### src/sv/assert_macros.svh
// ----------------------------------------------------------------------------
// Assertion macros
// Shared concurrent assertion shorthands, clocked on clk_i and disabled
// while rst_ni is low.
// ----------------------------------------------------------------------------
`ifndef ASSERT_MACROS_SVH
`define ASSERT_MACROS_SVH

// Check that a property holds at every clock edge out of reset.
`define TBN_ASSERT(lbl, prop, msg) \
  lbl: assert property (@(posedge clk_i) disable iff (!rst_ni) (prop)) \
    else $error(msg);

// Check that an expression is never true out of reset.
`define TBN_ASSERT_NEVER(lbl, expr, msg) \
  lbl: assert property (@(posedge clk_i) disable iff (!rst_ni) !(expr)) \
    else $error(msg);

`endif

### src/sv/tbn_pkg.sv
// ----------------------------------------------------------------------------
// Tournament barrier node package
// Codes, controller/datapath bundles and the round role helpers.
// ----------------------------------------------------------------------------
`default_nettype none

package tbn_pkg;

  // Input item commands
  localparam logic CMD_ARRIVE = 1'b0;
  localparam logic CMD_MSG    = 1'b1;

  // Result item kinds
  localparam logic KIND_SEND    = 1'b0;
  localparam logic KIND_RELEASE = 1'b1;

  // Configuration register indexes
  localparam logic REG_NODE_ID   = 1'b0;
  localparam logic REG_NUM_NODES = 1'b1;

  typedef enum logic [2:0] {
    ROLE_WINNER,
    ROLE_LOSER,
    ROLE_BYE,
    ROLE_CHAMPION,
    ROLE_NONE
  } role_e;

  typedef enum logic [1:0] {
    PH_IDLE,
    PH_WAIT_ARRIVAL,
    PH_WAIT_WAKE
  } phase_e;

  typedef enum logic [2:0] {
    WALK_HOLD,
    WALK_ONE,
    WALK_MSG,
    WALK_MSG_DN,
    WALK_INC,
    WALK_DEC
  } walk_op_e;

  // Destination of an emitted item: partner below, partner above, or release
  typedef enum logic [1:0] {
    EM_DOWN,
    EM_UP,
    EM_RELEASE
  } emit_sel_e;

  typedef struct packed {
    logic      capture;
    walk_op_e  walk_op;
    logic      set_arrived;
    logic      clr_arrived;
    logic      set_wake;
    logic      clr_wake;
    logic      park_arrival;
    logic      park_wake;
    logic      emit;
    emit_sel_e emit_sel;
    logic      emit_last;
  } dp_cmd_t;

  typedef struct packed {
    logic       item_cmd;
    logic       solo;
    phase_e     phase;
    logic [2:0] cur_round;
    logic       msg_up_ok;
    logic       msg_down_ok;
    logic       msg_round_hit;
    logic       walk_past;
    logic       walk_zero;
    role_e      role;
    logic       arr_hit;
    logic       wake_pending;
    logic       out_free;
    logic       sense;
  } dp_stat_t;

  // Role of a node in a round, given the effective node count
  function automatic role_e role_of(input logic [5:0] node, input logic [2:0] rnd,
                                    input logic [6:0] p);
    logic [7:0] m;
    logic [7:0] h;
    logic [7:0] rem;
    logic [7:0] sum;
    logic [7:0] pp;
    role_e      role;
    m    = 8'd1 << rnd;
    h    = 8'd1 << (rnd - 3'd1);
    rem  = {2'b00, node} & (m - 8'd1);
    sum  = {2'b00, node} + h;
    pp   = {1'b0, p};
    if (rem == 8'd0 && sum < pp && m < pp) begin
      role = ROLE_WINNER;
    end else if (rem == 8'd0 && sum >= pp) begin
      role = ROLE_BYE;
    end else if (rem == h) begin
      role = ROLE_LOSER;
    end else if (node == 6'd0 && m >= pp) begin
      role = ROLE_CHAMPION;
    end else begin
      role = ROLE_NONE;
    end
    return role;
  endfunction

  // Number of rounds: smallest r with 2^r >= p
  function automatic logic [2:0] round_count(input logic [6:0] p);
    logic [2:0] r;
    r = 3'd6;
    for (int k = 6; k >= 0; k--) begin
      if ((8'd1 << k) >= {1'b0, p}) begin
        r = 3'(k);
      end
    end
    return r;
  endfunction

  // Round whose half distance equals d, zero if none within r rounds
  function automatic logic [2:0] round_for(input logic [5:0] d, input logic [2:0] r);
    logic [2:0] j;
    j = 3'd0;
    for (int k = 1; k <= 6; k++) begin
      if (3'(k) <= r && d == 6'(32'd1 << (k - 1))) begin
        j = 3'(k);
      end
    end
    return j;
  endfunction

endpackage

`default_nettype wire

### src/sv/tbn_in_if.sv
// ----------------------------------------------------------------------------
// Tournament barrier node input channel
// Valid/ready channel carrying one command item.
// ----------------------------------------------------------------------------
`default_nettype none

interface tbn_in_if;
  logic       valid;
  logic       ready;
  logic       cmd;
  logic [5:0] src_node;

  modport source (output valid, output cmd, output src_node, input ready);
  modport sink   (input valid, input cmd, input src_node, output ready);
endinterface

`default_nettype wire

### src/sv/tbn_out_if.sv
// ----------------------------------------------------------------------------
// Tournament barrier node output channel
// Valid/ready channel carrying one message or release item.
// ----------------------------------------------------------------------------
`default_nettype none

interface tbn_out_if;
  logic       valid;
  logic       ready;
  logic       kind;
  logic [5:0] dest_node;
  logic       msg_sense;
  logic       last;

  modport source (output valid, output kind, output dest_node, output msg_sense,
                  output last, input ready);
  modport sink   (input valid, input kind, input dest_node, input msg_sense,
                  input last, output ready);
endinterface

`default_nettype wire

### src/sv/tbn_cfg.sv
// ----------------------------------------------------------------------------
// Tournament barrier node configuration registers
// APB-style register file holding the node id and the node count.
// ----------------------------------------------------------------------------
`default_nettype none

module tbn_cfg (
  input  wire logic        clk_i,
  input  wire logic        rst_ni,
  input  wire logic        psel,
  input  wire logic        penable,
  input  wire logic        pwrite,
  input  wire logic [2:0]  paddr,
  input  wire logic [31:0] pwdata,
  output logic [31:0]      prdata,
  output logic             pready,
  output logic [5:0]       node_id_o,
  output logic [6:0]       num_nodes_o
);

  logic [5:0] node_id_q;
  logic [6:0] num_nodes_q;
  logic       wr_en;
  logic       reg_idx;

  assign pready  = 1'b1;
  assign reg_idx = paddr[2];
  assign wr_en   = psel & penable & pwrite;

  // Write on the access phase
  always_ff @(posedge clk_i or negedge rst_ni) begin
    if (!rst_ni) begin
      node_id_q   <= 6'd0;
      num_nodes_q <= 7'd1;
    end else if (wr_en) begin
      unique case (reg_idx)
        tbn_pkg::REG_NODE_ID:   node_id_q   <= pwdata[5:0];
        tbn_pkg::REG_NUM_NODES: num_nodes_q <= pwdata[6:0];
        default:                node_id_q   <= node_id_q;
      endcase
    end
  end

  // Read back the addressed register
  always_comb begin
    unique case (reg_idx)
      tbn_pkg::REG_NODE_ID:   prdata = {26'd0, node_id_q};
      tbn_pkg::REG_NUM_NODES: prdata = {25'd0, num_nodes_q};
      default:                prdata = 32'd0;
    endcase
  end

  assign node_id_o   = node_id_q;
  assign num_nodes_o = num_nodes_q;

endmodule

`default_nettype wire

### src/sv/tbn_dp.sv
// ----------------------------------------------------------------------------
// Tournament barrier node datapath
// Holds barrier state, the round walk counter, the captured item and the
// output register; reports roles and message checks to the controller.
// ----------------------------------------------------------------------------
`default_nettype none

module tbn_dp #(
  parameter int MAX_NODES = 64
) (
  input  wire logic             clk_i,
  input  wire logic             rst_ni,
  input  wire logic [5:0]       node_id_i,
  input  wire logic [6:0]       num_nodes_i,
  input  wire logic             in_cmd_i,
  input  wire logic [5:0]       in_src_node_i,
  input  wire tbn_pkg::dp_cmd_t cmd_i,
  output tbn_pkg::dp_stat_t     stat_o,
  input  wire logic             out_ready_i,
  output logic                  out_valid_o,
  output logic                  out_kind_o,
  output logic [5:0]            out_dest_node_o,
  output logic                  out_msg_sense_o,
  output logic                  out_last_o
);

  localparam logic [6:0] NodeCap = 7'((MAX_NODES < 64) ? MAX_NODES : 64);

  // Barrier state
  logic            sense_q,    sense_d;
  logic [2:0]      cur_q,      cur_d;
  tbn_pkg::phase_e phase_q,    phase_d;
  logic [6:0]      arrived_q,  arrived_d;
  logic            wake_q,     wake_d;
  logic [2:0]      walk_q,     walk_d;

  // Captured item
  logic       item_cmd_q;
  logic [5:0] item_src_q;

  // Output register
  logic       out_valid_q;
  logic       out_kind_q;
  logic [5:0] out_dest_q;
  logic       out_sense_q;
  logic       out_last_q;

  logic [6:0]     p_eff;
  logic [2:0]     rounds;
  logic           solo;
  logic           msg_up;
  logic [5:0]     msg_dist;
  logic [2:0]     msg_j;
  tbn_pkg::role_e msg_role;
  tbn_pkg::role_e walk_role;
  logic [7:0]     walk_bit;
  logic [7:0]     msg_bit;
  logic [7:0]     arr_ext;
  logic [6:0]     h_walk;
  logic [5:0]     dest_up;
  logic [5:0]     dest_down;
  logic           out_free;
  logic           do_release;

  // Effective node count, round count and solo case
  always_comb begin
    p_eff = (num_nodes_i == 7'd0) ? 7'd1 : num_nodes_i;
    if (p_eff > NodeCap) begin
      p_eff = NodeCap;
    end
  end
  assign rounds = tbn_pkg::round_count(p_eff);
  assign solo   = (p_eff <= 7'd1) || ({1'b0, node_id_i} >= p_eff);

  // Decode the captured message against this node's rounds
  assign msg_up   = item_src_q > node_id_i;
  assign msg_dist = msg_up ? (item_src_q - node_id_i) : (node_id_i - item_src_q);
  assign msg_j    = tbn_pkg::round_for(msg_dist, rounds);
  assign msg_role = tbn_pkg::role_of(node_id_i, msg_j, p_eff);

  // Role and partner offsets of the walked round
  assign walk_role = tbn_pkg::role_of(node_id_i, walk_q, p_eff);
  assign walk_bit  = 8'd1 << walk_q;
  assign msg_bit   = 8'd1 << msg_j;
  assign arr_ext   = {1'b0, arrived_q};
  assign h_walk    = 7'd1 << (walk_q - 3'd1);
  assign dest_up   = node_id_i + h_walk[5:0];
  assign dest_down = node_id_i - h_walk[5:0];

  assign out_free   = !out_valid_q || out_ready_i;
  assign do_release = cmd_i.emit && (cmd_i.emit_sel == tbn_pkg::EM_RELEASE);

  // Status to the controller
  always_comb begin
    stat_o.item_cmd      = item_cmd_q;
    stat_o.solo          = solo;
    stat_o.phase         = phase_q;
    stat_o.cur_round     = cur_q;
    stat_o.msg_up_ok     = !solo && msg_up && (msg_j != 3'd0) &&
                           (msg_role == tbn_pkg::ROLE_WINNER ||
                            msg_role == tbn_pkg::ROLE_CHAMPION);
    stat_o.msg_down_ok   = !solo && (item_src_q < node_id_i) && (msg_j != 3'd0) &&
                           (msg_role == tbn_pkg::ROLE_LOSER);
    stat_o.msg_round_hit = (cur_q == msg_j);
    stat_o.walk_past     = walk_q > rounds;
    stat_o.walk_zero     = (walk_q == 3'd0);
    stat_o.role          = walk_role;
    stat_o.arr_hit       = arr_ext[walk_q];
    stat_o.wake_pending  = wake_q;
    stat_o.out_free      = out_free;
    stat_o.sense         = sense_q;
  end

  // Next barrier state
  always_comb begin
    sense_d   = sense_q;
    cur_d     = cur_q;
    phase_d   = phase_q;
    arrived_d = arrived_q;
    wake_d    = wake_q;
    walk_d    = walk_q;

    if (cmd_i.set_arrived) begin
      arrived_d = arrived_d | msg_bit[6:0];
    end
    if (cmd_i.clr_arrived) begin
      arrived_d = arrived_d & ~walk_bit[6:0];
    end
    if (cmd_i.set_wake) begin
      wake_d = 1'b1;
    end
    if (cmd_i.clr_wake) begin
      wake_d = 1'b0;
    end
    if (cmd_i.park_arrival) begin
      phase_d = tbn_pkg::PH_WAIT_ARRIVAL;
      cur_d   = walk_q;
    end
    if (cmd_i.park_wake) begin
      phase_d = tbn_pkg::PH_WAIT_WAKE;
      cur_d   = walk_q;
    end
    if (do_release) begin
      sense_d = ~sense_q;
      phase_d = tbn_pkg::PH_IDLE;
      cur_d   = 3'd0;
    end

    unique case (cmd_i.walk_op)
      tbn_pkg::WALK_HOLD:   walk_d = walk_q;
      tbn_pkg::WALK_ONE:    walk_d = 3'd1;
      tbn_pkg::WALK_MSG:    walk_d = msg_j;
      tbn_pkg::WALK_MSG_DN: walk_d = msg_j - 3'd1;
      tbn_pkg::WALK_INC:    walk_d = walk_q + 3'd1;
      tbn_pkg::WALK_DEC:    walk_d = walk_q - 3'd1;
      default:              walk_d = walk_q;
    endcase
  end

  // Hold barrier state
  always_ff @(posedge clk_i or negedge rst_ni) begin
    if (!rst_ni) begin
      sense_q   <= 1'b1;
      cur_q     <= 3'd0;
      phase_q   <= tbn_pkg::PH_IDLE;
      arrived_q <= 7'd0;
      wake_q    <= 1'b0;
      walk_q    <= 3'd0;
    end else begin
      sense_q   <= sense_d;
      cur_q     <= cur_d;
      phase_q   <= phase_d;
      arrived_q <= arrived_d;
      wake_q    <= wake_d;
      walk_q    <= walk_d;
    end
  end

  // Capture the accepted item
  always_ff @(posedge clk_i) begin
    if (cmd_i.capture) begin
      item_cmd_q <= in_cmd_i;
      item_src_q <= in_src_node_i;
    end
  end

  // Output valid: set on emit, drop once taken
  always_ff @(posedge clk_i or negedge rst_ni) begin
    if (!rst_ni) begin
      out_valid_q <= 1'b0;
    end else if (cmd_i.emit) begin
      out_valid_q <= 1'b1;
    end else if (out_ready_i) begin
      out_valid_q <= 1'b0;
    end
  end

  // Output payload
  always_ff @(posedge clk_i) begin
    if (cmd_i.emit) begin
      out_sense_q <= sense_q;
      out_last_q  <= cmd_i.emit_last;
      unique case (cmd_i.emit_sel)
        tbn_pkg::EM_DOWN: begin
          out_kind_q <= tbn_pkg::KIND_SEND;
          out_dest_q <= dest_down;
        end
        tbn_pkg::EM_UP: begin
          out_kind_q <= tbn_pkg::KIND_SEND;
          out_dest_q <= dest_up;
        end
        default: begin
          out_kind_q <= tbn_pkg::KIND_RELEASE;
          out_dest_q <= 6'd0;
        end
      endcase
    end
  end

  assign out_valid_o     = out_valid_q;
  assign out_kind_o      = out_kind_q;
  assign out_dest_node_o = out_dest_q;
  assign out_msg_sense_o = out_sense_q;
  assign out_last_o      = out_last_q;

endmodule

`default_nettype wire

### src/sv/tbn_ctrl.sv
// ----------------------------------------------------------------------------
// Tournament barrier node controller
// Sequences decode, the climb up the rounds, the descent and the release.
// ----------------------------------------------------------------------------
`default_nettype none

module tbn_ctrl (
  input  wire logic              clk_i,
  input  wire logic              rst_ni,
  input  wire logic              in_valid_i,
  output logic                   in_ready_o,
  input  wire tbn_pkg::dp_stat_t stat_i,
  output tbn_pkg::dp_cmd_t       cmd_o
);

  typedef enum logic [2:0] {
    ST_IDLE,
    ST_DECODE,
    ST_CLIMB,
    ST_DESCEND,
    ST_RELEASE
  } state_e;

  state_e state_q, state_d;

  assign in_ready_o = (state_q == ST_IDLE);

  // Next state and datapath commands
  always_comb begin
    state_d            = state_q;
    cmd_o              = '0;
    cmd_o.walk_op      = tbn_pkg::WALK_HOLD;
    cmd_o.emit_sel     = tbn_pkg::EM_RELEASE;

    unique case (state_q)
      ST_IDLE: begin
        cmd_o.capture = in_valid_i;
        if (in_valid_i) begin
          state_d = ST_DECODE;
        end
      end

      ST_DECODE: begin
        if (stat_i.item_cmd == tbn_pkg::CMD_ARRIVE) begin
          if (stat_i.phase != tbn_pkg::PH_IDLE) begin
            state_d = ST_IDLE;
          end else if (stat_i.solo) begin
            state_d = ST_RELEASE;
          end else begin
            cmd_o.walk_op = tbn_pkg::WALK_ONE;
            state_d       = ST_CLIMB;
          end
        end else if (stat_i.msg_up_ok) begin
          // Buffer the arrival; resume the climb if parked on that round
          cmd_o.set_arrived = 1'b1;
          if (stat_i.phase == tbn_pkg::PH_WAIT_ARRIVAL && stat_i.msg_round_hit) begin
            cmd_o.walk_op = tbn_pkg::WALK_MSG;
            state_d       = ST_CLIMB;
          end else begin
            state_d = ST_IDLE;
          end
        end else if (stat_i.msg_down_ok) begin
          // Wake-up: descend if parked on that round, else remember it
          if (stat_i.phase == tbn_pkg::PH_WAIT_WAKE && stat_i.msg_round_hit) begin
            cmd_o.walk_op = tbn_pkg::WALK_MSG_DN;
            state_d       = ST_DESCEND;
          end else begin
            cmd_o.set_wake = 1'b1;
            state_d        = ST_IDLE;
          end
        end else begin
          state_d = ST_IDLE;
        end
      end

      ST_CLIMB: begin
        if (stat_i.walk_past) begin
          state_d = ST_RELEASE;
        end else begin
          unique case (stat_i.role)
            tbn_pkg::ROLE_WINNER: begin
              if (stat_i.arr_hit) begin
                cmd_o.clr_arrived = 1'b1;
                cmd_o.walk_op     = tbn_pkg::WALK_INC;
              end else begin
                cmd_o.park_arrival = 1'b1;
                state_d            = ST_IDLE;
              end
            end
            tbn_pkg::ROLE_LOSER: begin
              if (stat_i.out_free) begin
                cmd_o.emit      = 1'b1;
                cmd_o.emit_sel  = tbn_pkg::EM_DOWN;
                cmd_o.emit_last = !stat_i.wake_pending;
                if (stat_i.wake_pending) begin
                  cmd_o.clr_wake = 1'b1;
                  cmd_o.walk_op  = tbn_pkg::WALK_DEC;
                  state_d        = ST_DESCEND;
                end else begin
                  cmd_o.park_wake = 1'b1;
                  state_d         = ST_IDLE;
                end
              end
            end
            tbn_pkg::ROLE_CHAMPION: begin
              if (!stat_i.arr_hit) begin
                cmd_o.park_arrival = 1'b1;
                state_d            = ST_IDLE;
              end else if (stat_i.out_free) begin
                cmd_o.clr_arrived = 1'b1;
                cmd_o.emit        = 1'b1;
                cmd_o.emit_sel    = tbn_pkg::EM_UP;
                cmd_o.walk_op     = tbn_pkg::WALK_DEC;
                state_d           = ST_DESCEND;
              end
            end
            default: begin
              // Bye or no role: advance to the next round
              cmd_o.walk_op = tbn_pkg::WALK_INC;
            end
          endcase
        end
      end

      ST_DESCEND: begin
        if (stat_i.walk_zero) begin
          state_d = ST_RELEASE;
        end else if (stat_i.role == tbn_pkg::ROLE_WINNER) begin
          if (stat_i.out_free) begin
            cmd_o.emit     = 1'b1;
            cmd_o.emit_sel = tbn_pkg::EM_UP;
            cmd_o.walk_op  = tbn_pkg::WALK_DEC;
          end
        end else begin
          cmd_o.walk_op = tbn_pkg::WALK_DEC;
        end
      end

      ST_RELEASE: begin
        if (stat_i.out_free) begin
          cmd_o.emit      = 1'b1;
          cmd_o.emit_sel  = tbn_pkg::EM_RELEASE;
          cmd_o.emit_last = 1'b1;
          state_d         = ST_IDLE;
        end
      end

      default: begin
        state_d = ST_IDLE;
      end
    endcase
  end

  // Hold state
  always_ff @(posedge clk_i or negedge rst_ni) begin
    if (!rst_ni) begin
      state_q <= ST_IDLE;
    end else begin
      state_q <= state_d;
    end
  end

endmodule

`default_nettype wire

### src/sv/tournament_barrier_node.sv
// Sequence: an item is decoded in the cycle after it is accepted, then the walk
//   climbs or descends the rounds and ends with the release; output
//   back-pressure stalls the walk while the output register is full.
// Throughput: one item at a time; ready is held low until the round walk of
//   the previous item is done. Results leave through a one-deep output register.
// Reset: rst_ni is asynchronous, active low; sense returns to one, the node
//   to idle with no buffered arrivals or wake-up, node_id to 0, num_nodes to 1.
// ----------------------------------------------------------------------------
// Tournament barrier node
// One node's controller for a tournament barrier: climbs the rounds on a
// local arrival, exchanges arrival and wake-up messages, then releases.
// ----------------------------------------------------------------------------
`default_nettype none

`include "assert_macros.svh"

module tournament_barrier_node #(
  parameter int MAX_NODES = 64
) (
  input  wire logic        clk_i,
  input  wire logic        rst_ni,
  tbn_in_if.sink           in_i,
  tbn_out_if.source        out_o,
  input  wire logic        psel,
  input  wire logic        penable,
  input  wire logic        pwrite,
  input  wire logic [2:0]  paddr,
  input  wire logic [31:0] pwdata,
  output logic [31:0]      prdata,
  output logic             pready
);

  logic [5:0]        node_id;
  logic [6:0]        num_nodes;
  tbn_pkg::dp_cmd_t  cmd;
  tbn_pkg::dp_stat_t stat;
  logic              in_ready;
  logic              release_emit;

  // Configuration registers
  tbn_cfg u_cfg (
    .clk_i       (clk_i),
    .rst_ni      (rst_ni),
    .psel        (psel),
    .penable     (penable),
    .pwrite      (pwrite),
    .paddr       (paddr),
    .pwdata      (pwdata),
    .prdata      (prdata),
    .pready      (pready),
    .node_id_o   (node_id),
    .num_nodes_o (num_nodes)
  );

  // Sequencer
  tbn_ctrl u_ctrl (
    .clk_i      (clk_i),
    .rst_ni     (rst_ni),
    .in_valid_i (in_i.valid),
    .in_ready_o (in_ready),
    .stat_i     (stat),
    .cmd_o      (cmd)
  );

  assign in_i.ready = in_ready;

  // Barrier state and output register
  tbn_dp #(
    .MAX_NODES (MAX_NODES)
  ) u_dp (
    .clk_i           (clk_i),
    .rst_ni          (rst_ni),
    .node_id_i       (node_id),
    .num_nodes_i     (num_nodes),
    .in_cmd_i        (in_i.cmd),
    .in_src_node_i   (in_i.src_node),
    .cmd_i           (cmd),
    .stat_o          (stat),
    .out_ready_i     (out_o.ready),
    .out_valid_o     (out_o.valid),
    .out_kind_o      (out_o.kind),
    .out_dest_node_o (out_o.dest_node),
    .out_msg_sense_o (out_o.msg_sense),
    .out_last_o      (out_o.last)
  );

  assign release_emit = cmd.emit && (cmd.emit_sel == tbn_pkg::EM_RELEASE);

  // A new item is never taken while the previous one is decoded
  `TBN_ASSERT(a_no_accept_in_decode, in_i.valid && in_i.ready |=> !in_i.ready, "accept in decode")
  // A waiting node always knows its round
  `TBN_ASSERT(a_wait_round, stat.phase != tbn_pkg::PH_IDLE |-> stat.cur_round != 3'd0, "no round")
  // Never overwrite a result that is still waiting
  `TBN_ASSERT_NEVER(a_emit_overrun, cmd.emit && !stat.out_free, "emit while output register full")
  // A release flips the sense
  `TBN_ASSERT(a_release_flips, release_emit |=> stat.sense != $past(stat.sense), "sense kept")

endmodule

`default_nettype wire
### src/flat_wrapper.sv
// flat-port wrapper written by rule: the top's interface ports become plain ports
module tournament_barrier_node_flat 
#(
  parameter int MAX_NODES = 64
)
  (clk_i, rst_ni, psel, penable, pwrite, paddr, pwdata, prdata, pready, in_i_valid, in_i_cmd, in_i_src_node, in_i_ready, out_o_valid, out_o_kind, out_o_dest_node, out_o_msg_sense, out_o_last, out_o_ready);
  tbn_in_if in_i_i ();
  tbn_out_if out_o_i ();
  input  wire logic clk_i;
  input  wire logic rst_ni;
  input  wire logic psel;
  input  wire logic penable;
  input  wire logic pwrite;
  input  wire logic [2:0] paddr;
  input  wire logic [31:0] pwdata;
  output logic [31:0] prdata;
  output logic pready;
  input wire logic [$bits(in_i_i.valid)-1:0] in_i_valid;
  input wire logic [$bits(in_i_i.cmd)-1:0] in_i_cmd;
  input wire logic [$bits(in_i_i.src_node)-1:0] in_i_src_node;
  output wire logic [$bits(in_i_i.ready)-1:0] in_i_ready;
  output wire logic [$bits(out_o_i.valid)-1:0] out_o_valid;
  output wire logic [$bits(out_o_i.kind)-1:0] out_o_kind;
  output wire logic [$bits(out_o_i.dest_node)-1:0] out_o_dest_node;
  output wire logic [$bits(out_o_i.msg_sense)-1:0] out_o_msg_sense;
  output wire logic [$bits(out_o_i.last)-1:0] out_o_last;
  input wire logic [$bits(out_o_i.ready)-1:0] out_o_ready;
  assign in_i_i.valid = in_i_valid;
  assign in_i_i.cmd = in_i_cmd;
  assign in_i_i.src_node = in_i_src_node;
  assign in_i_ready = in_i_i.ready;
  assign out_o_valid = out_o_i.valid;
  assign out_o_kind = out_o_i.kind;
  assign out_o_dest_node = out_o_i.dest_node;
  assign out_o_msg_sense = out_o_i.msg_sense;
  assign out_o_last = out_o_i.last;
  assign out_o_i.ready = out_o_ready;
  tournament_barrier_node #(.MAX_NODES(MAX_NODES)) u_core (.clk_i(clk_i), .rst_ni(rst_ni), .in_i(in_i_i), .out_o(out_o_i), .psel(psel), .penable(penable), .pwrite(pwrite), .paddr(paddr), .pwdata(pwdata), .prdata(prdata), .pready(pready));
endmodule
### config.mk
export PLATFORM = sky130hd
export DESIGN_NAME = tournament_barrier_node_flat
export DESIGN_NICKNAME = d
export VERILOG_FILES = /design/src/sv/tbn_pkg.sv /design/src/sv/tbn_in_if.sv /design/src/sv/tbn_out_if.sv /design/src/sv/tbn_cfg.sv /design/src/sv/tbn_dp.sv /design/src/sv/tbn_ctrl.sv /design/src/sv/tournament_barrier_node.sv /design/src/flat_wrapper.sv
export VERILOG_INCLUDE_DIRS = /design/src /design/src/sv
export SDC_FILE = /design/constraint.sdc
export NUM_CORES = 1
export LEC_CHECK = 0
export ABC_AREA = 1
export BUFFER_PORTS_ARGS = -buffer_cell sky130_fd_sc_hd__clkbuf_2
export CORE_MARGIN = 8
export CORE_UTILIZATION = 55
export CTS_CLUSTER_DIAMETER = 80
export DETAILED_ROUTE_END_ITERATION = 10
export PLACE_DENSITY = 0.85
export SYNTH_ARGS = -nofsm -noshare
export SYNTH_HDL_FRONTEND = slang
export SYNTH_SLANG_ARGS = --single-unit
### constraint.sdc
create_clock -name clk_i -period 6.4 [get_ports clk_i]
set_input_delay 0.32 -clock clk_i [delete_from_list [all_inputs] [get_ports clk_i]]
set_output_delay 0.32 -clock clk_i [all_outputs]
set_load 0.03 [all_outputs]
After elaboration in Yosys (flattened, before gate mapping). Cells that the tools add are included.

Output and inout port bits: 44. Input port bits: 49. Flip-flop bits (word level): 50.

Bitwise logic cells: 9. Add/sub/neg operators: 11. Order comparisons: 27. Multiplexer cells: 106. Equality and inequality tests: 33. Shift-type cells: 5. Reduce and logical (&&, ||, !) cells: 49.

Operator list (count): two-way mux 3 bit (46); one-hot mux 32 bit (2 select lines) (1); one-hot mux 3 bit (3 select lines) (4); two-way mux 7 bit (5); >= comparator 8 x 7 -> 1 bit (4); less-than comparator 8 x 7 -> 1 bit (4); left shift 1 x 3 -> 8 bit, first input constant (4); two-way mux 1 bit (31); one-hot mux 3 bit (5 select lines) (2); logical AND 1 bit (23); == test 3 x 2 -> 1 bit, second input constant (6); two-way mux 2 bit (9); subtractor 6 bit (3); adder 6 x 8 -> 8 bit (2); AND 6 x 8 -> 8 bit (2); == test 8 bit (2); logical NOT 8 bit (2); subtractor 8 x 1 -> 8 bit, second input constant (2); == test 3 x 1 -> 1 bit, second input constant (4); logical NOT 3 bit (4); one-hot mux 6 bit (2 select lines) (1); == test 3 bit, second input constant (3); <= comparator 3 bit, first input constant (3); inequality test 4 x 3 -> 1 bit, second input constant (2); other kinds (54) (71).

Logic depth before layout (Yosys ltp). Gate-level depths: netlist (run 1).

Depth after elaboration: 35. Mapped depth: 45. Depth with buffers taken out: 44.

Cells and area by module. A second synthesis (run 1) with hierarchy kept.

Cells, all modules: 941. Area total of the unflattened synthesis: 6473.7 µm².

Modules (own cells, without submodules): tbn_dp (instances 1, cells each 720, area an instance 5023.6 µm²); tbn_cfg (instances 1, cells each 110, area an instance 854.6 µm²); tbn_ctrl (instances 1, cells each 111, area an instance 595.6 µm²).

Worst setup path before layout (run 1). OpenSTA, ideal clock, no wires.

Kind: register to register. From: register u_core.u_cfg.node_id_q[1], in the netlist u_core.u_cfg.node_id_o[1]. To: register u_core.u_dp.walk_q[0]. Data arrival time: 5.385 ns. Setup slack: 0.898 ns. Clock period less this slack: 5.502 ns. Stages on the path, launching flop included: 42. Data required time: 6.283 ns. Cell sequence: dfrtp_1 > inv_1 > fa_1 > nand2_1 > nand3_2 > nand2_4 > nand2_1 > nand2_1 > nand2_2 > nor2_4 > nand3_2 > nand3_1 > inv_1 > ha_1 > inv_1 > nand4_1 > nand2_2 > nand2_1 > (+6 left out) > o21ai_0 > xnor2_1 > inv_1 > ha_1 > nand2_1 > inv_1 > o21ai_0 > nand2_1 > a21oi_1 > nand3_1 > nand2_1 > nand3_2 > nand2_4 > nand4_4 > nand3_1 > nand3_1 > nand2_1 > nand2_1.

Longest elaborated chain between the ends: 25. Elaborated cells between the ends (all ways): 97.

Ends and longest elaborated chain: from (decl) (RTL line tbn_cfg.sv:21) `logic [5:0] node_id_q;`; from (signal assigned) (RTL line tbn_cfg.sv:37) `tbn_pkg::REG_NODE_ID: node_id_q <= pwdata[5:0];`; from (signal assigned) (RTL line tbn_cfg.sv:39) `default: node_id_q <= node_id_q;`; subtractor 6 bit or greater-than comparator 6 bit (tied branches) (RTL line tbn_dp.sv:77, tbn_dp.sv:76); two-way mux 6 bit (RTL line tbn_dp.sv:77) `assign msg_dist = msg_up ? (item_src_q - node_id_i) : (node_id_i - item_src_q);`; == test 6 x 1 -> 1 bit (RTL line tbn_pkg.sv:127) `if (3'(k) <= r && d == 6'(32'd1 << (k - 1))) begin`; logical AND 1 bit (RTL line tbn_pkg.sv:127); two-way mux 1 bit (RTL line tbn_pkg.sv:127); two-way mux 3 bit (5 in a row) (RTL line tbn_pkg.sv:127); subtractor 3 x 1 -> 3 bit or left shift 1 x 3 -> 8 bit (tied branches); left shift 1 x 3 -> 8 bit, or another cell as far along (RTL line tbn_pkg.sv:92) `h = 8'd1 << (rnd - 3'd1);`; (+5 left out); == test 3 x 1 -> 1 bit, or another cell as far along (RTL line tbn_dp.sv:103) `(msg_role == tbn_pkg::ROLE_LOSER);`; logical AND 1 bit or logical OR 1 bit (tied branches) (RTL line tbn_dp.sv:102, tbn_dp.sv:100); two-way mux 2 bit or logical AND 1 bit (tied branches) (RTL line tbn_ctrl.sv:62, tbn_dp.sv:99); two-way mux 3 bit (RTL line tbn_ctrl.sv:53) `end else if (stat_i.msg_up_ok) begin`; two-way mux 3 bit (RTL line tbn_ctrl.sv:44) `if (stat_i.item_cmd == tbn_pkg::CMD_ARRIVE) begin`; one-hot mux 3 bit (3 select lines) (RTL line tbn_ctrl.sv:35) `unique case (state_q)`; == test 3 bit, or another cell as far along (RTL line tbn_dp.sv:149) `unique case (cmd_i.walk_op)`; one-hot mux 3 bit (5 select lines) or nonzero test 5 bit (tied branches); to (signal assigned) (RTL line tbn_dp.sv:175) `walk_q <= walk_d;`; to (decl) (RTL line tbn_dp.sv:35) `logic [2:0] walk_q, walk_d;`.

Several ways; a longest one is shown, not always the timed one. A chain may end at the register's enable or synchronous reset.

Final worst setup path (run 1).
From: register u_core.u_cfg.node_id_q[0], in the netlist u_core.u_cfg.node_id_o[0]. To: register u_core.u_dp.walk_q[0].

Same word-level chain as after synthesis.

==> results of run 1 <==
worst register-to-register path, delay by kind of cell (launching register included):
family / cells / cell delay, ns
simple gates: 21 / 2.23
flops: 1 / 0.45
fa+ha+maj: 5 / 1.45
compound gates: 5 / 0.64
xor+xnor: 2 / 0.36
buf+inv: 8 / 0.57
through the flow:
step / total power, uW / cells / util, %
after CTS: 2974 / 1105 / 60.51
after detailed placement: 2654 / 1097 / 59.00
after global placement: 2583 / 1097 / 59.00
after global routing: 3319 / 1107 / 61.01
final: 3045 / 1107 / 61.01
after floorplan: 2158 / 926 / -
power groups by stage:
stage	Sequential, uW	Clock [uW]	Combinational (uW)
detailed placement	502	0	2150
global placement	499	0	2080
global route	509	317	2490
CTS	497	306	2170
floorplan	508	0	1650
finish	499	305	2240
placed cells by master, fill, tap and decap left out, drive strengths merged, types with 26 or more instances in the layout:
cell / netlist / routed
a21oi: 50 / 50
nor2: 87 / 87
o21ai: 57 / 57
clkbuf: 5 / 44
dfrtp: 32 / 32
ha: 80 / 80
nand2: 205 / 205
inv: 157 / 157
nand3: 71 / 71
conb: 2 / 26
flip-flops by register name, summed over array words and instances, names as in the netlist:
signal                       cells
u_core.u_dp.wake_q               1
u_core.u_dp.walk_q               3
u_core.u_dp.out_valid_o          1
u_core.u_dp.sense_q              1
u_core.u_ctrl.state_q            3
u_core.u_dp.out_kind_o           1
u_core.u_dp.out_dest_node_o      6
u_core.u_cfg.node_id_o           6
u_core.u_dp.cur_q                3
u_core.u_dp.out_last_o           1
u_core.u_dp.arrived_q            7
u_core.u_dp.phase_q              2
u_core.u_cfg.num_nodes_o         7
u_core.u_dp.out_msg_sense_o      1
u_core.u_dp.item_src_q           6
u_core.u_dp.item_cmd_q           1
cell families (layout without fill, tap and decap cells):
kind of cell / count (synthesis) / in the layout / synth area share (%)
buffers and inverters: 191 / 229 / 13.39
other: 2 / 26 / 0.1199
DFF: 50 / 50 / 21.30
AOI/OAI and AO/OA: 133 / 133 / 12.17
xor gates and xnor gates: 25 / 25 / 3.497
and+or+nand+nor: 416 / 416 / 31.95
adders and majority gates: 85 / 85 / 17.58
routing by layer:
layer / global-route usage, % / vias to the layer above / wire (um)
met5: 0 / - / 0
met1: 27.88 / 2726 / 7055
met4: 7.768 / 0 / 581
met3: 2.898 / 53 / 1297
met2: 36.73 / 298 / 7792
li1: - / 3021 / -
final cells by class:
type / instances / area (um^2)
clock inverter: 3 / 45.04
timing repair buffer: 64 / 382.9
sequential: 50 / 1336
tap: 143 / 178.9
inverter: 157 / 589.3
multi-input combinational: 685 / 4219
clock buffer: 5 / 125.1
fill: 1018 / 4395
timing repair:
item,4_1_cts,5_1_grt
resized for setup,0,12
endpoints found under the setup margin,0,13
setup buffers,0,2
worst min path at each step:
stage,depth (start not counted),endpoint,slack (ns),start
global route,1,u_core.u_dp.item_src_q[5],0.20,in_i_src_node[5]
finish,1,u_core.u_dp.cur_q[1],0.15,rst_ni
global placement,1,u_core.u_dp.cur_q[1],0.47,rst_ni
CTS,1,u_core.u_dp.cur_q[1],0.17,rst_ni
floorplan,0,u_core.u_cfg.node_id_o[0],0.02,rst_ni
detailed placement,1,u_core.u_dp.cur_q[1],0.48,rst_ni
==> out/metrics.cfg, run 1 <==
[die]
die_h_um=122.7
io_pins=93
die_x_um=122.7
die-area_um2=15060
num_rows=39
coreArea_um2=11270
start_util_pct=55.56

[worst_setup_path]
worst-path-max-fanout=6
slowest_stage=fa_1
r2r_setup_slack_ns=0.54
critPathArrivalTime_ns=6.04
worst_setup_path_end_kind=flop
critPathMostFrequentCell=inv_1
ff2ff_path_depth=41
regToRegStartpoint=u_core.u_cfg.node_id_o[0]
cp_top_family=simple AND/OR/NAND/NOR gates
r2r_end=u_core.u_dp.walk_q[0]
crit_type=flop to flop
startpoint_type=flop
cp-startpoint=u_core.u_cfg.node_id_o[0]
crit_buf_inv=8
endpoint=u_core.u_dp.walk_q[0]
critical_path_depth=41
max_stage_delay_ns=0.46
critPathRequiredTime_ns=6.58

[synth]
synth_top_cell_by_area=ha_1
yosys_register_bits=50
ys_top_cells_by_count=nand2_1, inv_1, ha_1, nor2_1, nand3_1
synth_top_area_share_pct=15.98
synth.most_common_cell=nand2_1
synth_area_per_cell_um2=6.943
netlist_top_cells_area=ha_1, dfrtp_1, nand2_1
async_flop_share_pct=68.00
synth_edf_count=16
synth.distinct_cells=53
yosysSeqAreaShare_pct=21.30
postSynthCellCount=902
syn-cell-area_um2=6262
synthFlopType=dfrtp_1
synth_warnings=0

[clocking]
cts_max_level=2
clockBufferDepth=2
tritoncts.num_buffers=5
clk_pin_slew_ns=0.07
ctsHoldBuffers=0
cts_sinks=50
clockRootBuffer=clkbuf_16
cts_tree=built
clk_latency_ns=0.29

[pwr]
power_density_nw_per_um2=442.9
power_frac_clock_pct=10.0
intPower_uw=1391
pwr-share-seq_pct=16.4
peakVddDrop_uv=212.9
combPwrFrac_pct=73.6
sw_frac_of_total_pct=54.31
netSwitchingPower_uw=1654
p_leak_uw=0.003860

[sta]
tightest_slew_ns=0.9141
hold_viol_final=0
fmax_mhz=170.6
hold_slack_ns=0.1477
setup-violations-final=0
setup_tns_ns=0
period_share_pct=91.61
finalClockSkew_ns=0.005400
period_minus_slack_ns=5.863
maxSlewHeadroom_pct=38.50
drv_slew=0
worst_slack_ns=0.5370
rsz0062_at_grt=yes

[global_route]
antenna_found_initial=0
grt_max_degree=35
grt_pass1_vias=5615
grt_overflow_total=0
grt_pass1_wl_mm=26.50
grt_util_all_layers_pct=21.76

[layout]
drive_above_1_share_pct=14.73
design_area_um2=6877
layout.nets=1097
area_growth_pct=9.810
num_antenna_cells=0

[route]
drc=0
first_pass_iters=5
via_per_inst=5.509
wirelength_mm=16.73
drt-wirelength-per-cell_um=15.11
vias=6098
drtIter0Drc=499
antenna_left=0

[worst_hold_path]
hold_path_class=primary input to async pin

[placed_design]
numPortBuffers=39
placed_cell_area_um2=6650
place_worst_setup_slack_ns=0.2562
gp_congestion=0.9645
dpl.hpwl_mm=13.60

[run]
drv_cap=0

[status]
status=finished clean

Power figures use the tool's default switching activity.
==> run 2: changes to the inputs <==
--- a/config.mk
+++ b/config.mk
@@ -9,5 +9,5 @@
 export ABC_AREA = 1
 export BUFFER_PORTS_ARGS = -buffer_cell sky130_fd_sc_hd__clkbuf_2
-export CORE_MARGIN = 8
+export CORE_MARGIN = 4
 export CORE_UTILIZATION = 55
 export CTS_CLUSTER_DIAMETER = 80
==> constraint.sdc (replaced) <==
create_clock -name clk_i -period 6.4 [get_ports clk_i]
set_input_delay 0.32 -clock clk_i [delete_from_list [all_inputs] [get_ports clk_i]]
set_output_delay 0.32 -clock clk_i [all_outputs]
set_load 0.005 [all_outputs]
==> run 2 against run 1 <==
  * Setup slack got worse by 0.017 ns
  * Cell count rose by 0.18%
  * Design area rose by 0.64%
  * Critical path depth did not move
  * Global-route usage rose by 3.2 points
  * Critical path type unchanged
==> out/metrics.cfg, run 2 (synthesis results as in run 1) <==
[global_route]
grt_overflow_total=0  ; unchanged
grt_pass1_wl_mm=26.53  ; +0.11%
antenna_found_initial=0  ; unchanged
grt_util_all_layers_pct=24.94  ; +3.2 points
grt_max_degree=35  ; unchanged
grt_pass1_vias=5710  ; +1.7%

[worst_setup_path]
worst_setup_path_end_kind=flop
regToRegStartpoint=u_core.u_cfg.node_id_o[4]
startpoint_type=flop
crit_type=flop to flop
critPathRequiredTime_ns=6.59  ; about the same
critPathArrivalTime_ns=6.07  ; +0.03 ns
r2r_setup_slack_ns=0.52  ; -0.02 ns
r2r_end=u_core.u_dp.walk_q[0]
max_stage_delay_ns=0.49  ; +0.03 ns
ff2ff_path_depth=41  ; unchanged
worst-path-max-fanout=7  ; +1
slowest_stage=dfrtp_2

[route]
drc=0  ; unchanged
vias=6141  ; +0.71%
first_pass_iters=6  ; +1
wirelength_mm=16.40  ; -1.9%
drtIter0Drc=414  ; -17%
antenna_left=0  ; unchanged
drt-wirelength-per-cell_um=14.79  ; -2.1%
via_per_inst=5.537  ; +0.52%

[layout]
mostFrequentLayoutCell=nand2_1
num_antenna_cells=0  ; unchanged
final_cells=1109  ; +0.18%
multiInputGateArea_um2=4230  ; +0.27%
seqCellArea_um2=1336  ; unchanged
nFillCells=975  ; -4.2%
drive_above_1_share_pct=15.38  ; +0.65 points
layout.nets=1102  ; +0.46%
layout_common_cells=nand2_1, inv_1, ha_1, nor2_1, nand3_1
area_growth_pct=10.51
fin_util_pct=63.01  ; +2.0 points

[pwr]
peakVddDrop_uv=207.8  ; -2.4%
power_density_nw_per_um2=433.7  ; -2.1%
power_frac_clock_pct=10.3  ; +0.3 points
intPower_uw=1402  ; +0.76%
pwr-share-seq_pct=16.5  ; about the same
p_leak_uw=0.003898  ; +0.97%
sw_frac_of_total_pct=53.29  ; -1.0 points
combPwrFrac_pct=73.2  ; -0.4 points
netSwitchingPower_uw=1600  ; -3.3%

[sta]
finalClockSkew_ns=0.009999  ; +0.004600 ns
tightest_slew_ns=0.8914  ; -0.02274 ns
period_share_pct=91.87  ; +0.26 points
hold_viol_final=0  ; unchanged
fmax_mhz=170.1  ; -0.28%
setup-violations-final=0  ; unchanged
period_minus_slack_ns=5.879  ; +0.01653 ns
drv_slew=0  ; unchanged
maxSlewHeadroom_pct=40.58  ; +2.1 points

[die]
io_pins=93  ; unchanged
die-area_um2=13160  ; -13%
start_util_pct=57.02  ; +1.5 points
die_x_um=114.7  ; -6.5%
num_rows=38  ; -2.6%
coreArea_um2=10980  ; -2.6%
die_h_um=114.7  ; -6.5%

[clocking]
cts_tree=built
clk_latency_ns=0.29  ; about the same
clockBufferDepth=2  ; unchanged
cts_max_level=2  ; unchanged
clockRootBuffer=clkbuf_16
tritoncts.num_buffers=5  ; unchanged
clk_pin_slew_ns=0.07  ; about the same
cts_sinks=50  ; unchanged

[placed_design]
dpl.hpwl_mm=13.13  ; -3.5%
gp_congestion=0.9361  ; -2.9%
numPortBuffers=39  ; unchanged
placed_cells=1094  ; -0.27%

[worst_hold_path]
hold_path_class=primary input to async pin

[run]
drv_cap=0  ; unchanged

[status]
status=finished clean

[run 2: power groups by stage]
stage	Combinational (uW)	Sequential [uW]	Clock, uW
after floorplan	1610	490	0
after global placement	2020	498	0
after detailed placement	2080	499	0
after CTS	2110	493	306
after global routing	2470	504	321
final	2200	495	309
[run 2: timing repair]
item,4_1_cts,5_1_grt
resized for setup,0,16
setup endpoints to repair,0,13
hold buffers,0,0
buffers inserted,0,7
[run 2: per-layer routing]
metal	wire, um	global-route usage [%]
met5	0	0
met4	408	7.512
met3	1605	4.968
met2	7682	42.30
met1	6708	32.20
[run 2: area by class of cell]
cell class,instances,share of cell area [%]
Timing Repair Buffer,69,6.075
Clock inverter,3,0.6328
Sequential cell,50,19.31
Clock buffer,5,1.808
Inverter,157,8.516
Multi-Input combinational cell,685,61.13
Tap cell,140,2.531
[run 2: how the worst max path moves through the flow]
stage                                    from                     to  slack [ns]  cells past startpoint
global placement    u_core.u_cfg.node_id_o[0]  u_core.u_dp.walk_q[0]        0.32                     42
global route        u_core.u_cfg.node_id_o[0]  u_core.u_dp.walk_q[0]       -0.06                     43
detailed placement  u_core.u_cfg.node_id_o[0]  u_core.u_dp.walk_q[0]        0.21                     42
finish              u_core.u_cfg.node_id_o[4]  u_core.u_dp.walk_q[0]        0.52                     41
floorplan           u_core.u_cfg.node_id_o[1]  u_core.u_dp.walk_q[0]        0.90                     41
CTS                 u_core.u_cfg.node_id_o[0]  u_core.u_dp.walk_q[0]        0.18                     42
[run 2: per-stage QoR]
step / cell area [um^2] / setup WS, ns / total power [uW] / TNS [ns] / hold WS (ns)
5_1_grt: 6920 / -0.05820 / 3300 / -0.1098 / 0.1969
3_5_place_dp: 6646 / 0.2079 / 2583 / 0 / 0.4703
2_1_floorplan: 6352 / 0.8978 / 2096 / 0 / 0.02441
4_1_cts: 6815 / 0.1754 / 2907 / 0 / 0.1660
3_3_place_gp: 6646 / 0.3158 / 2518 / 0 / 0.4678
6_report: 6920 / 0.5205 / 3002 / 0 / 0.1334
[run 2: critical path, delay by kind of cell, from the launching register on]
family | cells | cell delay [ns]
AO/OA/AOI/OAI | 5 | 0.63
flip-flops | 1 | 0.49
adder cells (fa/ha/maj) | 4 | 1.29
buffers and inverters | 7 | 0.51
AND/OR/NAND/NOR | 24 | 2.69
XOR/XNOR | 1 | 0.15
==> run 3: changes to the inputs <==
Settings changed: ABC_AREA 1 to 0, SYNTH_HIERARCHICAL set to 1.
==> run 3 against run 2 <==
  * The run now ends with setup timing left
  * Via count up 16%
  * Critical path depth down 2
  * Cell count is 3.5% lower
  * First-iteration DRC count up 150%
  * Register-to-register slack worse by 1.8 ns
  * Core utilization increased by 9.7 points
  * Clock-buffer cell count grew 1
  * Clock skew about the same
  * Non-clock buffer count is 125 higher
  * Critical path type unchanged
  * Critical endpoint is now u_core/u_dp/walk_q[0]
==> out/metrics.cfg, run 3 <==
[global_route]
grt_pass1_wl_mm=31.84  ; +20%
use_met1_pct=34.81  ; +2.6 points
grt_max_degree=35  ; unchanged
grt_util_all_layers_pct=29.30  ; +4.4 points
use_met2_pct=49.24  ; +6.9 points
top_usage_layer=met2
grt_overflow_total=0  ; unchanged
antenna_found_initial=0  ; unchanged
met3_usage_pct=5.233  ; +0.26 points
grt_pass1_vias=6682  ; +17%

[die]
die-area_um2=13540  ; +2.9%
die_x_um=116.3  ; +1.4%
num_rows=39  ; +2.6%
io_pins=93  ; unchanged
coreArea_um2=11470  ; +4.4%
die_h_um=116.3  ; +1.4%
start_util_pct=56.30  ; -0.72 points

[run]
drv_cap=0  ; unchanged

[layout]
area_growth_pct=29.21
fin_util_pct=72.74  ; +9.7 points
mostFrequentLayoutCell=buf_4
num_antenna_cells=0  ; unchanged
layout.nets=1068  ; -3.1%
layout_common_cells=buf_4, ha_1, a21oi_1, nand2_1, nor2_1
drive_above_1_share_pct=34.63  ; +19 points

[sta]
period_minus_slack_ns=7.688  ; +1.809 ns
hold_slack_ns=0.1508  ; +0.01735 ns
setup-violations-final=13  ; +13
hold_viol_final=0  ; unchanged
drv_slew=0  ; unchanged
period_share_pct=120.1  ; +28 points
tightest_slew_ns=1.068  ; +0.1767 ns
worst_slack_ns=-1.288  ; -1.809 ns
maxSlewHeadroom_pct=27.82  ; -13 points
finalClockSkew_ns=0.009896  ; -0.0001028 ns
rsz0062_at_grt=yes
setup_tns_ns=-7.873  ; -7.873 ns
fmax_mhz=130.1  ; -24%

[worst_setup_path]
slowest_stage=nor4bb_4
worst_setup_path_end_kind=flop
critPathRequiredTime_ns=6.58  ; about the same
startpoint_type=flop
crit_type=flop to flop
max_stage_delay_ns=0.46  ; -0.03 ns
critPathArrivalTime_ns=7.87  ; +1.80 ns
worst-path-max-fanout=6  ; -1
critPathMostFrequentCell=ha_4

[pwr]
p_leak_uw=0.003899  ; about the same
combPwrFrac_pct=80.1  ; +6.9 points
peakVddDrop_uv=352.6  ; +70%
netSwitchingPower_uw=2023  ; +26%
pwr-share-seq_pct=13.0  ; -3.5 points
power_density_nw_per_um2=490.7  ; +13%
power_frac_clock_pct=6.9  ; -3.4 points
intPower_uw=2070  ; +48%
sw_frac_of_total_pct=49.44  ; -3.9 points

[clocking]
tritoncts.num_buffers=5  ; unchanged
ctsHoldBuffers=0  ; unchanged
cts_sinks=50  ; unchanged
clk_pin_slew_ns=0.07  ; about the same
cts_max_level=2  ; unchanged
cts_tree=built
clockRootBuffer=clkbuf_16
clk_latency_ns=0.30  ; about the same
clockBufferDepth=2  ; unchanged

[status]
status=finished with violations
failed_checks=setup timing

[placed_design]
gp_congestion=0.9182  ; -1.9%
numPortBuffers=39  ; unchanged
dpl.hpwl_mm=14.26  ; +8.6%
place_worst_setup_slack_ns=-0.8101  ; -1.018 ns

[synth]
syn-cell-area_um2=6456  ; +3.1%
postSynthCellCount=755  ; -16%
synth_area_per_cell_um2=8.551  ; +23%
synth_warnings=6  ; +6

[route]
drt-wirelength-per-cell_um=21.90  ; +48%
antenna_left=0  ; unchanged
via_per_inst=6.653  ; +20%
drtIter0Drc=1015  ; +150%
vias=7119  ; +16%
drc=0  ; unchanged
wirelength_mm=23.44  ; +43%
first_pass_iters=6  ; unchanged

[worst_hold_path]
hold_path_class=primary input to async pin

[run 3: final cells by class]
type | instances | area (um^2)
multi-input combinational | 628 | 5111
fill | 674 | 3126
timing repair buffer | 194 | 1385
sequential | 50 | 1336
tap | 143 | 178.9
inverter | 47 | 176.4
clock buffer | 6 | 138.9
clock inverter | 2 | 15.01
[run 3: final timing paths]
path | from | end | slack [ns] | cells after the start
worst max-delay path | u_core/u_dp/item_src_q[0] | u_core/u_dp/walk_q[0] | -1.29 | 39
worst min-delay path | rst_ni | u_core/u_dp/out_valid_o | 0.15 | 1
worst max register to register | u_core/u_dp/item_src_q[0] | u_core/u_dp/walk_q[0] | -1.29 | 39
worst min register to register | u_core/u_dp/sense_q | u_core/u_dp/sense_q | 0.53 | 1
max in group asynchronous | rst_ni | u_core/u_cfg/node_id_o[0] | 5.61 | 1
min in group clk_i | in_i_cmd | u_core/u_dp/item_cmd_q | 0.20 | 1
[run 3: power groups by stage]
stage	sequential [uW]	combinational [uW]	clock (uW)
floorplan	511	1830	0
global placement	512	2600	0
detailed placement	518	2690	0
CTS	513	2790	280
global route	540	3490	295
finish	532	3280	283
[run 3: critical path, delay by kind of cell (launching register included)]
kind                       cells  cell delay [ns]
and+or+nand+nor                7             1.60
DFF                            1             0.39
adders and majority gates      7             1.64
AOI/OAI and AO/OA             15             2.75
muxes                          2             0.37
buffers and inverters          7             0.74
xor gates and xnor gates       1             0.06
[run 3: what timing repair did]
action | 4_1_cts | 5_1_grt
pin swaps | 27 | 22
endpoints found under the setup margin | 14 | 16
resized for setup | 15 | 64
cloned | 0 | 0
setup buffers | 14 | 11
[run 3: per-stage QoR]
step           instances  total power [uW]  area (um^2)
2_1_floorplan        779              2341         6650
3_3_place_gp        1039              3110         7644
3_5_place_dp        1039              3205         7644
4_1_cts             1061              3584         7979
5_1_grt             1070              4325         8342
6_report            1070              4093         8342
[run 3: per-layer routing]
| metal | vias to the layer above | routed length, um |
|---|---|---|
| met2 | 650 | 10880 |
| li1 | 3014 | - |
| met3 | 227 | 2432 |
| met4 | 0 | 2096 |
| met1 | 3228 | 8028 |
| met5 | - | 0 |
